## config.mk

```make
export PLATFORM = sky130hd
export DESIGN_NAME = string_to_unsigned_parser
export DESIGN_NICKNAME = d
export VERILOG_FILES = /design/src/hw/rtl/sup_pkg.sv /design/src/hw/rtl/sup_scan.sv /design/src/hw/rtl/sup_out_reg.sv /design/src/hw/rtl/string_to_unsigned_parser.sv
export SDC_FILE = /design/constraint.sdc
export NUM_CORES = 1
export LEC_CHECK = 0
export BUFFER_PORTS_ARGS = -buffer_cell sky130_fd_sc_hd__buf_2
export CAP_MARGIN = 10
export CORE_ASPECT_RATIO = 0.6
export CORE_MARGIN = 2
export CORE_UTILIZATION = 64
export DETAILED_ROUTE_END_ITERATION = 7
export PLACE_DENSITY = 0.88
export REMOVE_ABC_BUFFERS = 1
export SETUP_SLACK_MARGIN = 0.2
export SLEW_MARGIN = 10
export SYNTH_ARGS = -nofsm -noshare
export SYNTH_HDL_FRONTEND = slang
export SYNTH_SLANG_ARGS = --single-unit
```

## constraint.sdc

```tcl
create_clock -name clk -period 7.17 [get_ports clk]
set_input_delay 0.3585 -clock clk [delete_from_list [all_inputs] [get_ports clk]]
set_output_delay 0.3585 -clock clk [all_outputs]
set_load 0.02 [all_outputs]
```

## src/hw/rtl/sup_pkg.sv

```systemverilog
// sup_pkg: types, character codes and digit decode shared by the
// string-to-unsigned parser. No dependencies.
`default_nettype none

package sup_pkg;

	typedef enum logic [1:0] {
		PH_SKIP,
		PH_ZERO,
		PH_DIGITS,
		PH_STOP
	} scan_phase_t;

	localparam logic [7:0] CH_SPACE = 8'h20;
	localparam logic [7:0] CH_TAB   = 8'h09;
	localparam logic [7:0] CH_ZERO  = 8'h30;
	localparam logic [7:0] CH_NINE  = 8'h39;
	localparam logic [7:0] CH_LA    = 8'h61;
	localparam logic [7:0] CH_LF    = 8'h66;
	localparam logic [7:0] CH_UA    = 8'h41;
	localparam logic [7:0] CH_UF    = 8'h46;
	localparam logic [7:0] CH_LX    = 8'h78;
	localparam logic [7:0] CH_UX    = 8'h58;

	localparam logic [5:0] BASE_RESET = 6'd10;
	localparam logic [5:0] RADIX_DEC  = 6'd10;
	localparam logic [5:0] RADIX_HEX  = 6'd16;
	localparam logic [5:0] BASE_AUTO  = 6'd0;
	localparam logic [4:0] DIGIT_NONE = 5'd16;

	typedef struct packed {
		logic [7:0] character;
		logic       last;
	} char_item_t;

	typedef struct packed {
		logic [63:0] value;
		logic [15:0] end_offset;
	} res_item_t;

	// scan stage to result register
	typedef struct packed {
		logic      fire;
		res_item_t item;
	} scan_res_t;

	// 0..15 for a hex digit, DIGIT_NONE otherwise
	function automatic logic [4:0] digit_of(input logic [7:0] c);
		logic [4:0] d;
		begin
			d = DIGIT_NONE;
			if (c >= CH_ZERO && c <= CH_NINE) begin
				d = 5'(c - CH_ZERO);
			end else if (c >= CH_LA && c <= CH_LF) begin
				d = 5'(c - CH_LA + 8'd10);
			end else if (c >= CH_UA && c <= CH_UF) begin
				d = 5'(c - CH_UA + 8'd10);
			end
			return d;
		end
	endfunction

endpackage

`default_nettype wire

```

## src/hw/rtl/sup_scan.sv

```systemverilog
// sup_scan: per-string scan state and the one-character update
// (whitespace, 0x prefix, digit accumulate). Uses sup_pkg.
`default_nettype none

module sup_scan #(
	parameter int OFFSET_WIDTH = 16
) (
	input  wire                      clk,
	input  wire                      arst_n,
	input  wire                      en,
	input  wire sup_pkg::char_item_t item,
	input  wire [5:0]                base,
	output sup_pkg::scan_res_t       res
);

	sup_pkg::scan_phase_t    phase_q, phase_nxt;
	logic [5:0]              radix_q, radix_nxt;
	logic [63:0]             acc_q, acc_nxt;
	logic [OFFSET_WIDTH-1:0] pos_q, pos_nxt, pos_inc;
	logic [OFFSET_WIDTH+15:0] pos_ext;

	logic       is_ws, is_x, zero_pref, take, ok;
	logic [4:0] dig;
	logic [5:0] base_sel, rad;

	always_comb begin
		dig       = sup_pkg::digit_of(item.character);
		is_ws     = (item.character == sup_pkg::CH_SPACE) ||
		            (item.character == sup_pkg::CH_TAB);
		is_x      = (item.character == sup_pkg::CH_LX) ||
		            (item.character == sup_pkg::CH_UX);
		zero_pref = ((base == sup_pkg::BASE_AUTO) || (base == sup_pkg::RADIX_HEX)) &&
		            (item.character == sup_pkg::CH_ZERO);
		base_sel  = (base == sup_pkg::BASE_AUTO) ? sup_pkg::RADIX_DEC : base;
		rad       = (phase_q == sup_pkg::PH_DIGITS) ? radix_q : base_sel;
		ok        = (dig != sup_pkg::DIGIT_NONE) && ({1'b0, dig} < rad);
		pos_inc   = (pos_q == {OFFSET_WIDTH{1'b1}}) ? pos_q : pos_q + OFFSET_WIDTH'(1);
		case (phase_q)
			sup_pkg::PH_SKIP:   take = !is_ws && !zero_pref;
			sup_pkg::PH_ZERO:   take = !is_x;
			sup_pkg::PH_DIGITS: take = 1'b1;
			default:            take = 1'b0;
		endcase
	end

	// next phase
	always_comb begin
		phase_nxt = phase_q;
		case (phase_q)
			sup_pkg::PH_SKIP: begin
				if (zero_pref && !is_ws) begin
					phase_nxt = sup_pkg::PH_ZERO;
				end else if (!is_ws) begin
					phase_nxt = ok ? sup_pkg::PH_DIGITS : sup_pkg::PH_STOP;
				end
			end
			sup_pkg::PH_ZERO: begin
				if (is_x || ok) begin
					phase_nxt = sup_pkg::PH_DIGITS;
				end else begin
					phase_nxt = sup_pkg::PH_STOP;
				end
			end
			sup_pkg::PH_DIGITS: begin
				if (!ok) begin
					phase_nxt = sup_pkg::PH_STOP;
				end
			end
			default: phase_nxt = phase_q;
		endcase
	end

	// datapath
	always_comb begin
		radix_nxt = radix_q;
		acc_nxt   = acc_q;
		pos_nxt   = pos_q;
		if (take) begin
			radix_nxt = rad;
			if (ok) begin
				acc_nxt = acc_q * {58'd0, rad} + {59'd0, dig};
				pos_nxt = pos_inc;
			end
		end else if (phase_q == sup_pkg::PH_ZERO) begin
			radix_nxt = sup_pkg::RADIX_HEX;
			pos_nxt   = pos_inc;
		end else if (phase_q == sup_pkg::PH_SKIP) begin
			pos_nxt   = pos_inc;
		end
		// a stopped scan no longer counts, so the position is the stop point
		pos_ext             = {16'd0, pos_nxt};
		res.fire            = en && item.last;
		res.item.value      = acc_nxt;
		res.item.end_offset = pos_ext[15:0];
	end

	always_ff @(posedge clk or negedge arst_n) begin
		if (!arst_n) begin
			phase_q <= sup_pkg::PH_SKIP;
			radix_q <= '0;
			acc_q   <= '0;
			pos_q   <= '0;
		end else if (en) begin
			if (item.last) begin
				phase_q <= sup_pkg::PH_SKIP;
				radix_q <= '0;
				acc_q   <= '0;
				pos_q   <= '0;
			end else begin
				phase_q <= phase_nxt;
				radix_q <= radix_nxt;
				acc_q   <= acc_nxt;
				pos_q   <= pos_nxt;
			end
		end
	end

`ifndef ASSERT_OFF
	a_clear_after_result: assert property (@(posedge clk) disable iff (!arst_n)
		res.fire |=> (phase_q == sup_pkg::PH_SKIP) && (pos_q == '0) && (acc_q == '0))
		else $error("scan state not cleared after result");
	a_radix_set: assert property (@(posedge clk) disable iff (!arst_n)
		(phase_q == sup_pkg::PH_DIGITS) |-> (radix_q != '0))
		else $error("digit phase with zero radix");
`endif

endmodule

`default_nettype wire

```

## src/hw/rtl/sup_out_reg.sv

```systemverilog
// sup_out_reg: result register with valid/stall toward the consumer.
// Uses sup_pkg.
`default_nettype none

module sup_out_reg (
	input  wire                     clk,
	input  wire                     arst_n,
	input  wire sup_pkg::scan_res_t res,
	output logic                    res_valid,
	output sup_pkg::res_item_t      res_item,
	input  wire                     res_stall
);

	logic               valid_q;
	sup_pkg::res_item_t item_q;

	always_ff @(posedge clk or negedge arst_n) begin
		if (!arst_n) begin
			valid_q <= 1'b0;
		end else if (res.fire) begin
			valid_q <= 1'b1;
		end else if (!res_stall) begin
			valid_q <= 1'b0;
		end
	end

	always_ff @(posedge clk) begin
		if (res.fire) begin
			item_q <= res.item;
		end
	end

	assign res_valid = valid_q;
	assign res_item  = item_q;

`ifndef ASSERT_OFF
	a_no_overwrite: assert property (@(posedge clk) disable iff (!arst_n)
		res.fire |-> !(valid_q && res_stall))
		else $error("result item overwritten while stalled");
`endif

endmodule

`default_nettype wire

```

## src/hw/rtl/string_to_unsigned_parser.sv

```systemverilog
// string_to_unsigned_parser: top level; input register, base register,
// scan stage (sup_scan) and result register (sup_out_reg). Uses sup_pkg.
//
//   channel  | signals                          | dir | item
//   char     | char_valid, char_item, char_stall | in  | one character + last flag
//   res      | res_valid, res_item, res_stall    | out | value + end_offset
//   cfg      | cfg_valid, cfg_ready, cfg_data    | in  | base register write
//
// One character per cycle unless a last item waits; the scan state updates in a
// single 64x6 multiply-add. Each result passes the input and result registers.
// Reset sets base to 10 and clears the scan; cfg_ready is always high.
// Only a last item waits in the input register while an earlier result is stalled;
// other characters keep flowing.
`default_nettype none

module string_to_unsigned_parser #(
	parameter int OFFSET_WIDTH = 16
) (
	input  wire                      clk,
	input  wire                      arst_n,
	input  wire                      char_valid,
	input  wire sup_pkg::char_item_t char_item,
	output logic                     char_stall,
	output logic                     res_valid,
	output sup_pkg::res_item_t       res_item,
	input  wire                      res_stall,
	input  wire                      cfg_valid,
	output logic                     cfg_ready,
	input  wire [5:0]                cfg_data
);

	logic                valid_s1;
	sup_pkg::char_item_t item_s1;
	logic [5:0]          base_q;
	logic                adv;
	sup_pkg::scan_res_t  scan_res;

	assign cfg_ready  = 1'b1;
	assign adv        = valid_s1 && (!item_s1.last || !res_valid || !res_stall);
	assign char_stall = valid_s1 && !adv;

	always_ff @(posedge clk or negedge arst_n) begin
		if (!arst_n) begin
			base_q <= sup_pkg::BASE_RESET;
		end else if (cfg_valid && cfg_ready) begin
			base_q <= cfg_data;
		end
	end

	always_ff @(posedge clk or negedge arst_n) begin
		if (!arst_n) begin
			valid_s1 <= 1'b0;
		end else if (!char_stall) begin
			valid_s1 <= char_valid;
		end
	end

	always_ff @(posedge clk) begin
		if (!char_stall && char_valid) begin
			item_s1 <= char_item;
		end
	end

	sup_scan #(
		.OFFSET_WIDTH(OFFSET_WIDTH)
	) u_scan (
		.clk    (clk),
		.arst_n (arst_n),
		.en     (adv),
		.item   (item_s1),
		.base   (base_q),
		.res    (scan_res)
	);

	sup_out_reg u_out (
		.clk       (clk),
		.arst_n    (arst_n),
		.res       (scan_res),
		.res_valid (res_valid),
		.res_item  (res_item),
		.res_stall (res_stall)
	);

`ifndef ASSERT_OFF
	a_plain_char_flows: assert property (@(posedge clk) disable iff (!arst_n)
		(valid_s1 && !item_s1.last) |-> !char_stall)
		else $error("non-last item held in input register");
`endif

endmodule

`default_nettype wire

```

# Yosys cells after proc, flatten, opt, wreduce, memory -nomap -nowiden
# Index checks and enable logic that the tools add are counted.
[totals]
register_bits = 185
inputBits = 20
out_inout_bits = 83
elab_cells = 97
[op_classes]
n_addsub = 7
multipliers = 1
order_cmp = 7
eq_ne = 13
n_mux = 27
n_reduce_logical = 31
[ops]
columns = ["operator", "count"]
rows = [
  ["2-to-1 mux 64 bit", 3],
  ["2-to-1 mux 16 bit", 6],
  ["adder 64 x 5 -> 64 bit", 1],
  ["multiplier 64 x 6 -> 64 bit", 1],
  ["2-to-1 mux 6 bit", 5],
  ["adder 16 x 1 -> 16 bit, second input constant", 1],
  ["== test 16 bit, second input constant", 1],
  ["== test 8 x 6 -> 1 bit, second input constant", 2],
  ["== test 8 x 7 -> 1 bit, second input constant", 2],
  [">= comparator 8 x 7 -> 1 bit, second input constant", 2],
  ["less-or-equal comparator 8 x 7 -> 1 bit, second input constant", 2],
  ["2-to-1 mux 5 bit", 3],
  ["logical AND 1 bit", 11],
  ["adder 5 x 4 -> 5 bit, second input constant", 2],
  ["subtractor 5 x 1 -> 5 bit, second input constant", 2],
  ["== test 8 x 4 -> 1 bit, second input constant", 1],
  [">= comparator 8 x 6 -> 1 bit, second input constant", 1],
  ["less-or-equal comparator 8 x 6 -> 1 bit, second input constant", 1],
  ["logical NOT 1 bit", 8],
  ["2-to-1 mux 2 bit", 4],
  ["== test 6 x 5 -> 1 bit, second input constant", 1],
  ["logical NOT 6 bit", 1],
  ["logical OR 1 bit", 6],
  ["less-than comparator 5 x 6 -> 1 bit", 1],
  ["15 further kinds", 18],
]

# Depth between registers and ports, before layout
[depth]
word_depth = 12
ltp_mapped = 26
mapped_depth_nobuf = 22

# Modules after synthesis
# From an unflattened synthesis, not the netlist that was laid out.
[hier_totals]
cells_unflattened = 1955
hier_area_um2 = 19800.2
[modules_own_cells]
columns = ["mod", "instances", "cells_each", "area_per_inst_um2", "seq_area_each_um2"]
rows = [
  ["sup_scan", 1, 1842, 16772.3, 2202.1],
  ["sup_out_reg", 1, 82, 2434.8, 2427.3],
  ["string_to_unsigned_parser", 1, 31, 593.1, 447.9],
]

# Worst setup path before layout
# Ideal clock, no wire load.
[synth_timing]
path_type = "reg-to-reg"
startpoint = "register base_q[1]"
endpoint = "register u_out.item_q, in the netlist u_out.res_item[73] (data pin)"
setup_time_ps = 260
arrival_ps = 6114
t_required_ps = 6910
path_slack_ps = 796
stages_incl_launch_ff = 23
period_less_slack_ps = 6374
cell_sequence = "dfstp_2 or4_4 nor3_1 nor2_1 o21ai_0 clkbuf_1 clkbuf_1 and2_1 fa_1 fa_1 fa_1 ha_1 ha_1 clkbuf_1 nand4_1 or3_1 a2111oi_1 o2111a_1 a211oi_2 o21ai_1 a41oi_2 xnor2_1 mux2_2"
[synth_rtl]
columns = ["item", "line_no", "source"]
rows = [
  ["start, declared", "string_to_unsigned_parser.sv:34", "logic [5:0] base_q;"],
  ["start signal, assigned", "string_to_unsigned_parser.sv:44", "base_q <= sup_pkg::BASE_RESET;"],
  ["start signal, assigned", "string_to_unsigned_parser.sv:46", "base_q <= cfg_data;"],
  ["end signal, assigned", "sup_out_reg.sv:29", "item_q <= res.item;"],
  ["end, declared", "sup_out_reg.sv:15", "sup_pkg::res_item_t item_q;"],
]

==> metrics <==
drt pass-1 iters 8; vias after detailed routing around 16,000; Tmin final 6.84 ns; CP max stage delay 0.55 ns; Max Cap Viol 0; Max VDD drop 0.000186 V; critical path arrival 7.07 ns; pin count of the biggest net entering global routing 64; die width 232 um; design area 21,900 um^2; slew at the pin closest to its max-slew limit 0.969 ns; Routed met3 length approximately 6000 um; drt wl/cell 21.5 um; starting density of the core 64.7%; vias in the first global route 16,161; Clock Sinks between 150 and 200; final period utilization 95.3%; met2 wire length 23,200 um; aggregate routed wire length around 54,000 um; RSZ-0062 raised after global routing no; Post-Syn Instances 2,010; Crit. End Element flip-flop; placed insts between 2,000 and 2,500; placed inst area 21,100 um^2; global-route wire length before repair ~87,000 um; CTS root buffer clkbuf_16; Die ar. approximately 33,000 um^2; kind of critical path reg -> reg; Critical Path Start Type flip-flop; Leakage 11.0 nW; synth warn 0; Die Y about 140 um; final count of negative-setup-slack endpoints 0; cell family with most CP delay adder cells; CORE AREA 31,000 um^2; Max FO, Critical Path 32; share of cells above drive strength 1 between 10 and 15%; TritonCTS clock tree yes; Async SR Flop Fraction 51.9%; worst skew pair latency 0.48 ns; Top FF cell, synth dfrtp_1; number of synthesized flops with an enable pin between 80 and 90; commonest non-fill, non-tap cell in the layout and2_1; worst path bufs/invs 4; CTS Buf Count 17; clock buffer depth 2; Final Skew 0.0154 ns; Top Layer Used met5; grt ovf 0; Slew Limit Fails 0; f_max 0.146 GHz; status finished, final reports clean; Rows 50; post-DP HPWL 39,200 um; post-synthesis sequential area ratio 25.3%; mapped cell area 20,000 um^2; Final Power between 3 and 4 mW; Antenna Violating Nets Remaining 0; Critical-path top delay cell or4_4; most frequent cells in the layout and2_1, fa_1, nand2_1; fin util a little over two thirds; Final GP Congestion between 0.9 and 1; NumNets Final 2,473; Setup TNS Final 0 ns; FF+latch count, synth 185; Post-Layout Cell Count 2,502; First DRT Iteration DRCs 1,703; slew margin rel. 35.3%; Met1 Wirelength roughly 23,000 um; CTS H-tree depth 4; initial antenna violation count 2; CTS clk-pin slew, worst paths 0.08 ns; final hold viol count 0; DRC viols 0; Critical Path RT 7.40 ns; Area Overhead vs Synth 9.22%; Unique masters post-synth 83; Port Buffer Count ~100; # diodes 0; fillers ~2,200; IO Pins 103; GRT Util Overall around a third; Min-Delay Path Class in -> reg; DR vias/cell 6.38; CP cell instances or4_4, nor3_2, nor2_1, o21ai_4, buf_12, and2_1, fa_1, fa_1, fa_1, ha_1, ha_1, nand4_1, o211ai_1, a211oi_2, buf_4, buf_4, o221ai_2, a31oi_2, nor4_2, a211oi_2, buf_4, o21ai_1, xor2_1, mux2_2; Avg Inst Size Synth 9.97 um^2; PD cells 161 nW/um^2
worst paths after layout:
| path | slack (ns) | to | cells after the start | from |
|---|---|---|---|---|
| min in group asynchronous | 0.41 | u_scan.acc_q[30]$_DFFE_PN0P_ | 2 | arst_n |
| worst min-delay path | 0.05 | item_s1[0]$_DFFE_PP_ | 1 | char_item[0] |
| worst max-delay path | 0.33 | u_out.res_item[64]$_DFFE_PP_ | 24 | base_q[2]$_DFFE_PN0P_ |
| worst min register to register | 0.51 | u_scan.radix_q[4]$_DFFE_PN0P_ | 1 | u_scan.radix_q[4]$_DFFE_PN0P_ |
| worst max register to register | 0.33 | u_out.res_item[64]$_DFFE_PP_ | 24 | base_q[2]$_DFFE_PN0P_ |
| max in group asynchronous | 5.51 | u_scan.radix_q[3]$_DFFE_PN0P_ | 3 | arst_n |
cell families (layout without fill, tap and decap cells):
kind of cell	after synthesis	after routing	share of synthesized area, %
AOI/OAI and AO/OA	388	388	13.0
xor gates and xnor gates	82	82	3.59
adders and majority gates	380	380	32.7
buffers and inverters	188	264	3.62
DFF	185	185	25.3
muxes	26	26	1.47
other	1	1	0.0187
and+or+nand+nor	760	760	20.3
synth_stat cells (4+ instances only):
master	instances	area share [%]
edfxtp_1	89	13
nor2b_1	5	0.16
a22oi_1	11	0.41
fa_1	239	24
nand4_1	24	0.75
and3_1	6	0.19
a21o_1	39	1.5
ha_1	141	8.8
inv_1	75	1.4
nand3_1	25	0.62
or2_2	5	0.16
a31oi_1	6	0.19
o21ai_0	91	2.3
nand2b_1	5	0.16
nor4_1	5	0.16
nor3_1	11	0.27
nor2_1	64	1.2
clkbuf_1	97	1.8
a211oi_2	4	0.25
nand2_1	240	4.5
a21oi_1	91	2.3
and2_1	340	11
buf_2	12	0.30
and4_1	6	0.26
dfrtp_1	94	12
a22o_1	54	2.4
o21bai_1	12	0.45
xnor2_1	50	2.2
o211ai_1	6	0.22
o31ai_1	9	0.34
o21a_1	6	0.22
o21ai_1	11	0.27
mux2_2	24	1.3
a211oi_1	8	0.30
xor2_1	32	1.4
per-stage QoR:
| step | worst slack [ns] | hold slack, ns |
|---|---|---|
| 4_1_cts | 0.208 | 0.0310 |
| 2_1_floorplan | -1.04 | 0.0629 |
| 3_3_place_gp | 0.160 | 0.381 |
| 3_5_place_dp | 0.0129 | 0.390 |
| 6_report | 0.334 | 0.0456 |
| 5_1_grt | 0.0767 | 0.0276 |
layout make-up:
type	instances	area, um^2	share of cell area (%)
clock buffers	19	475	2.17
clock inverters	13	156	0.715
inverters	75	283	1.29
multi-input cells	1637	14400	65.7
flip-flops and latches	185	5080	23.2
well taps	416	520	2.38
repair buffers	157	1000	4.58
sequential cells by signal (all words and copies together), names as in the netlist, 2 cells and up:
register and count:
u_out.res_item 80, u_scan.radix_q 6, u_scan.phase_q 2, u_scan.pos_q 16, item_s1 9, base_q 6, u_scan.acc_q 64
where the power goes:
group          total (mW)  switching [mW]  internal, mW
Sequential           1.26          0.0733          1.19
Combinational        1.24           0.849         0.391
Clock                1.02           0.507         0.512
Total                3.52            1.43          2.09
layer usage:
layer | vias up | track usage [%]
met5 | - | 0
met4 | 2 | 9.72
met3 | 107 | 10.2
met2 | 934 | 48.4
met1 | 7940 | 50.7
li1 | 6977 | -
timing repair:
action | in CTS | in global routing
hold buffers | 1 | 0
setup endpoints to repair | 6 | 27
pin swaps | 0 | 2
gates cloned | 0 | 1
hold endpoints to repair | 36 | 0
buffers inserted | 0 | 3
gates resized for setup | 5 | 14
worst register-to-register path, cell delays in order (launching register included):
cell      delay [ns]
dfrtp_1         0.41
or4_4           0.55
nor3_2          0.18
nor2_1          0.10
o21ai_4         0.24
buf_12          0.24
and2_1          0.17
fa_1            0.44
fa_1            0.53
fa_1            0.51
ha_1            0.31
ha_1            0.48
nand4_1         0.13
o211ai_1        0.23
a211oi_2        0.07
buf_4           0.17
buf_4           0.15
o221ai_2        0.28
a31oi_2         0.22
nor4_2          0.32
a211oi_2        0.11
buf_4           0.17
o21ai_1         0.18
xor2_1          0.11
mux2_2          0.28
(Power assumes the default switching activity.)
